**src/rtl/rmap_ram.sv**
```systemverilog
`timescale 1ns / 1ps
// ----------------------------------------------------------------------------
// rmap_ram: generic single-write, single-read synchronous RAM
// One write port and one read port; read data is registered.
// ----------------------------------------------------------------------------
module rmap_ram #(
    parameter int WIDTH = 8,
    parameter int DEPTH = 16,
    parameter int ADDR_W = (DEPTH > 1) ? $clog2(DEPTH) : 1
) (
    input  logic              i_clk,
    input  logic              i_we,
    input  logic [ADDR_W-1:0] i_waddr,
    input  logic [WIDTH-1:0]  i_wdata,
    input  logic              i_re,
    input  logic [ADDR_W-1:0] i_raddr,
    output logic [WIDTH-1:0]  o_rdata
);

    logic [WIDTH-1:0] r_mem [DEPTH];
    logic [WIDTH-1:0] r_rdata;

    // write and registered read
    always_ff @(posedge i_clk) begin
        if (i_we) begin
            r_mem[i_waddr] <= i_wdata;
        end
        if (i_re) begin
            r_rdata <= r_mem[i_raddr];
        end
    end

    assign o_rdata = r_rdata;

endmodule
```
**config.mk**
```make
export PLATFORM = sky130hd
export DESIGN_NAME = rmap_ram
export DESIGN_NICKNAME = d
export VERILOG_FILES = /design/src/rtl/rmap_ram.sv
export SDC_FILE = /design/constraint.sdc
export NUM_CORES = 1
export LEC_CHECK = 0
export ABC_CLOCK_PERIOD_IN_PS = 5200
export BUFFER_PORTS_ARGS = -buffer_cell sky130_fd_sc_hd__buf_2
export CAP_MARGIN = 20
export CORE_MARGIN = 2
export CORE_UTILIZATION = 45
export CTS_CLUSTER_SIZE = 16
export DETAILED_ROUTE_END_ITERATION = 8
export GPL_TIMING_DRIVEN = 1
export PLACE_DENSITY = 0.66
export RECOVER_POWER = 25
export REMOVE_ABC_BUFFERS = 1
export SLEW_MARGIN = 10
export SYNTH_ARGS = -nofsm -noshare
export SYNTH_HDL_FRONTEND = slang
export SYNTH_SLANG_ARGS = --single-unit
```
**constraint.sdc**
```tcl
create_clock -name i_clk -period 5.2 [get_ports i_clk]
set_input_delay 1.04 -clock i_clk [delete_from_list [all_inputs] [get_ports i_clk]]
set_output_delay 1.04 -clock i_clk [all_outputs]
set_load 0.01 [all_outputs]
```
==> reports/metrics.yaml, run 1 <==
outcome: "complete, no violations"
dieArea_um2: 12490
r2r-end: "o_rdata[5]"
io_pins: 27
antenna_found_initial: 0
start_util: 0.4598
r2r_cells: 3
skew_ns: 0.008014
grt_overflow: 0
numCtsBuffers: 17
required_ns: 5.22
postRouteAntennaNets: 0
timing.rr.start: "r_mem[1][5]"
synthDistinctLibCells: 18
drive_gt1_frac: 0.2633
rsz0062_at_grt: "no"
placed_area_um2: 5480
wl_um: 10030
ctsResizeCount: 0
viasPerCell: 5.658
cp.arrival_ns: 2.42
tns_ns: 0
drt_iter0_drc: 287
ys_ff_latch: 136
maxSlewHeadroom: 0.3581
dp_hpwl_um: 6096
crit_start: "i_waddr[2]"
cp-end-kind: "register"
grt_pass1_vias: 2497
grtUsageTotal: 0.1702
tightest_slew_ns: 0.9593
antenna_cells: 0
hold_violations: 0
drt_first_pass_iters: 4
reg2reg_slack_ns: 3.72
max_clock_freq_mhz: 416.2
die_height_um: 111.8
clk_latency_ns: 0.40
avgSynthCellArea_um2: 22.83
holdWs_ns: 0.7510
portBuffers: 26
setup_viol: 0
post_cts_buffers: 0
layout_common_cells: "136 x edfxtp_1, 21 x buf_2, 18 x mux4_2"
final_common_cell: "edfxtp_1"
cp_max_fo: 8
cts-root-buf: "clkbuf_16"
cts_hold_buf: 0
coreArea_um2: 11370
nNetsFinal: 288
cts_sinks: 136
synthCells: 229
cts_tree: "done"
areaGrowthSynthToFinish_pct: 16.28
remaining_drc_errors: 0
clk_pin_slew_worst_paths_ns: 0.06
power_leakage_uw: 0.002010
post-route-period-util: 0.4621
hold_depth: 3
syn_area_um2: 5228
gp_congestion: 0.7475
start_kind: "input pin"
slew_viol_final: 0
fin_area_um2: 6078
ys_warn_count: 0
grt_pass1_wl_um: 15080
fp.dieW_um: 111.8
htree_levels: 4
peakVddDrop_mv: 0.2322
fill_cells: 856
wl_per_cell_um: 23.64
min_path_type: "register to register"
max-clock-path-buffers: 2
cap_viol_max_count: 0
ys_seq_area_frac: 0.7812
finalCriticalPeriod_ns: 2.403
crit_end: "r_mem[1][1]"
path_class: "input pin to register"
dr_total_vias: 2399
grt_max_degree: 33
num_rows: 39
power_density_nw_per_um2: 416.2
[registers in the layout, summed over array words and instances, names as in the netlist]
signal and flops:
o_rdata 8, r_mem 128
[power breakdown]
part	leakage, µW	switching, µW	internal (µW)	total, µW
logic	0.000490	67.6	44.2	112
clock network	0.000283	429	748	1180
registers	0.00124	5.85	1240	1240
total	0.00201	502	2030	2530
[worst min path at each step]
| stage | end | start |
|---|---|---|
| after global placement | o_rdata[4] | r_mem[8][4] |
| after floorplan | o_rdata[0] | r_mem[7][0] |
| final | o_rdata[3] | r_mem[7][3] |
| after CTS | o_rdata[3] | r_mem[7][3] |
| after global routing | o_rdata[0] | r_mem[14][0] |
| after detailed placement | o_rdata[3] | r_mem[7][3] |
[synthesized netlist by cell type, drive strengths merged]
master	number	area share
and2	1	0.0012
nand2	9	0.0065
nand2b	2	0.0024
nor3	4	0.0038
edfxtp	136	0.78
mux4	32	0.15
or3b	1	0.0017
nor2b	1	0.0012
nand3	1	0.00096
and2b	1	0.0014
a22oi	16	0.023
nand3b	2	0.0029
buf	7	0.011
clkdlybuf4s25	3	0.0057
nor2	13	0.0093
[worst max-delay path, stage by stage]
cell and delay (ns):
buf_2 0.12, or3b_2 0.51, nor2_1 0.75
[layer usage]
layer / GRT usage / wire length (µm) / vias to the layer above
met4: 0.06091 / 88 / 0
met3: 0.04464 / 705 / 7
li1: - / - / 1063
met1: 0.2444 / 4401 / 1234
met2: 0.2558 / 4830 / 95
met5: 0 / 0 / -
[cells by family (layout without fill, tap and decap cells)]
family,after synthesis,after routing,synth area share
DFF,136,136,0.7812
and+or+nand+nor,35,35,0.03136
muxes,32,32,0.1479
AOI/OAI and AO/OA,16,16,0.02298
buffers and inverters,10,62,0.01651
[layout make-up]
cell class	count	area [µm²]	area share
timing repair buffer	31	173.9	0.02861
clock inverter	13	155.1	0.02552
sequential	136	4084	0.6719
tap	143	178.9	0.02944
clock buffer	18	429.2	0.07061
multi-input combinational	83	1057	0.1739
[through the flow]
stage / setup WS, ns / utilization / instances / total power (µW)
after floorplan: 2.667 / - / 219 / 1315
after global placement: 1.992 / 0.4820 / 392 / 1373
after detailed placement: 1.957 / 0.4820 / 392 / 1376
after CTS: 2.386 / 0.5334 / 423 / 2543
after global routing: 2.727 / 0.5346 / 424 / 2600
final: 2.797 / 0.5346 / 424 / 2530
Power figures use the tool's default switching activity.
==> inputs of run 2 (changes only) <==
--- a/config.mk
+++ b/config.mk
@@ -5,7 +5,7 @@
 export SDC_FILE = /design/constraint.sdc
 export NUM_CORES = 1
 export LEC_CHECK = 0
-export ABC_CLOCK_PERIOD_IN_PS = 5200
+export ABC_CLOCK_PERIOD_IN_PS = 2100
 export BUFFER_PORTS_ARGS = -buffer_cell sky130_fd_sc_hd__buf_2
 export CAP_MARGIN = 20
 export CORE_MARGIN = 2
@@ -13,7 +13,7 @@
 export CTS_CLUSTER_SIZE = 16
 export DETAILED_ROUTE_END_ITERATION = 8
 export GPL_TIMING_DRIVEN = 1
-export PLACE_DENSITY = 0.66
+export PLACE_DENSITY = 0.68
 export RECOVER_POWER = 25
 export REMOVE_ABC_BUFFERS = 1
 export SLEW_MARGIN = 10
==> constraint.sdc (replaced) <==
create_clock -name i_clk -period 2.1 [get_ports i_clk]
set_input_delay 0.42 -clock i_clk [delete_from_list [all_inputs] [get_ports i_clk]]
set_output_delay 0.42 -clock i_clk [all_outputs]
set_load 0.01 [all_outputs]
==> run 2 against run 1 <==
Effect of this change: global-route usage is 0.23 points lower; largest cell class unchanged; combinational power grew to 2.5 times the previous value; register-to-register slack worse by 3.2 ns; critical path depth is 2 higher.
==> reports/metrics.yaml, run 2 (synthesis gave the netlist of run 1 again) <==
wl_per_cell_um: 22.47  # -5.0%
crit_family: "multiplexers"
min_path_type: "input pin to register"
power_frac_comb: 0.043  # about the same
required_ns: 2.24  # -2.98 ns
nNetsFinal: 304  # +5.6%
antenna_found_initial: 0  # unchanged
start_util: 0.4598  # unchanged
fp.dieW_um: 111.8  # unchanged
power_leakage_uw: 0.002125  # +5.7%
critPathMaxStageDelay_ns: 0.58  # -0.17 ns
cts_sinks: 136  # unchanged
dp.cells: 409  # +4.3%
cap_viol_max_count: 0  # unchanged
cp.depth: 5  # +2
dp_hpwl_um: 6114  # +0.30%
switchingPower_uw: 1334  # +170%
numCtsBuffers: 17  # unchanged
cts-root-buf: "clkbuf_16"
hold_depth: 1  # -2
drt_iter0_drc: 261  # -9.1%
power_density_nw_per_um2: 1041  # +150%
internal-power_uw: 5199  # +160%
tns_ns: 0  # unchanged
clk_pin_slew_worst_paths_ns: 0.06  # about the same
cp.arrival_ns: 1.75  # -0.67 ns
r2r_cells: 3  # unchanged
power_frac_seq: 0.471  # -0.020
regMostFlops: "r_mem"
crit_chain: "buf_2 > buf_12 > mux4_1 > a22oi_1 > nand2_1"
hold_violations: 0  # unchanged
remaining_drc_errors: 0  # unchanged
layout.cells.non_filler: 441  # +4.0%
drive_gt1_frac: 0.2987  # +0.03531
postRouteAntennaNets: 0  # unchanged
max_clock_freq_mhz: 621.8
tightest_slew_ns: 0.6895  # -0.2698 ns
cp-end-kind: "register"
multi_input_area_um2: 1057  # unchanged
holdWs_ns: 0.4012  # -0.3498 ns
drt_first_pass_iters: 4  # unchanged
fill_cells: 859  # +0.35%
layout_common_cells: "136 x edfxtp_1, 18 x mux4_2, 18 x buf_2, 18 x buf_4, 17 x clkbuf_16"
gp_congestion: 0.7117  # -4.8%
timing.rr.start: "r_mem[9][5]"
grtUsageTotal: 0.1678  # -0.002338
post-route-period-util: 0.7659
die_height_um: 111.8  # unchanged
num_rows: 39  # unchanged
clk_latency_ns: 0.40  # about the same
skew_ns: 0.008686  # +0.0006722 ns
peakVddDrop_mv: 0.5639  # +140%
worst_slack_ns: 0.4917  # -2.306 ns
setup_viol: 0  # unchanged
maxSlewHeadroom: 0.5403  # +0.1822
min-delay-start: "i_re"
grt_overflow: 0  # unchanged
cp_slowest_cell: "mux4_1"
ff_latch_area_um2: 4084  # unchanged
io_pins: 27  # unchanged
largest_reg_flops: 128  # unchanged
viasPerCell: 5.603  # -0.97%
max-clock-path-buffers: 2  # unchanged
critPathBufInv: 2  # +1
r2r-end: "o_rdata[5]"
outcome: "complete, no violations"
final_common_cell: "edfxtp_1"
dr_total_vias: 2471  # +3.0%
p_clk_frac: 0.486  # +0.021
cts_tree: "done"
hold_end: "o_rdata[4]"
grt_pass1_wl_um: 15120  # +0.32%
areaGrowthSynthToFinish_pct: 20.03
grt_pass1_vias: 2483  # -0.56%
start_kind: "input pin"
reg2reg_slack_ns: 0.54  # -3.18 ns
dpl_worst_slack_ns: 0.06009  # -1.897 ns
coreArea_um2: 11370  # unchanged
path_class: "input pin to register"
portBuffers: 26  # unchanged
dieArea_um2: 12490  # unchanged
ctsResizeCount: 0  # unchanged
rsz0062_at_grt: "no"
grt_max_degree: 33  # unchanged
antenna_cells: 0  # unchanged
cp_max_fo: 16  # +8
htree_levels: 4  # unchanged
wl_um: 9908  # -1.2%
finalCriticalPeriod_ns: 1.608
sw_frac_of_total: 0.2041  # +0.005731
slew_viol_final: 0  # unchanged
cts_hold_buf: 0  # unchanged
post_cts_buffers: 0  # unchanged
-- run 2: power by group through the flow --
stage	clock network (µW)	logic [µW]	registers, µW
floorplan	0	122	3130
global placement	0	282	3130
detailed placement	0	290	3130
CTS	3210	292	3080
global route	3330	311	3080
finish	3170	284	3080
-- run 2: metal layers --
layer	share of wire	up-vias	global-route usage	wire, µm
met5	0	-	0	0
met4	0.011	0	0.05021	106
met3	0.055	8	0.05063	542
met2	0.48	87	0.2533	4785
met1	0.45	1283	0.2400	4474
li1	-	1093	-	-
-- run 2: area by class of cell --
class / count / share of cell area
flip-flops and latches: 136 / 0.6508
clock buffers: 17 / 0.06780
well taps: 143 / 0.02851
clock inverters: 15 / 0.03410
multi-input cells: 83 / 0.1685
repair buffers: 47 / 0.05025
-- run 2: how the worst max path moves through the flow --
stage	slack (ns)	from	to
final	0.49	i_raddr[0]	o_rdata[5]
after global routing	0.49	i_raddr[0]	o_rdata[5]
after CTS	0.50	i_raddr[0]	o_rdata[5]
after detailed placement	0.06	i_raddr[0]	o_rdata[5]
after global placement	0.09	i_raddr[0]	o_rdata[5]
after floorplan	0.19	i_waddr[2]	r_mem[0][0]
-- run 2: through the flow --
| step | utilization | power [µW] | instance area, µm² |
|---|---|---|---|
| 3_3_place_gp | 0.4965 | 3411 | 5645 |
| 2_1_floorplan | - | 3255 | 5141 |
| 5_1_grt | 0.5519 | 6719 | 6275 |
| 3_5_place_dp | 0.4965 | 3422 | 5645 |
| 4_1_cts | 0.5528 | 6579 | 6285 |
| 6_report | 0.5519 | 6533 | 6275 |
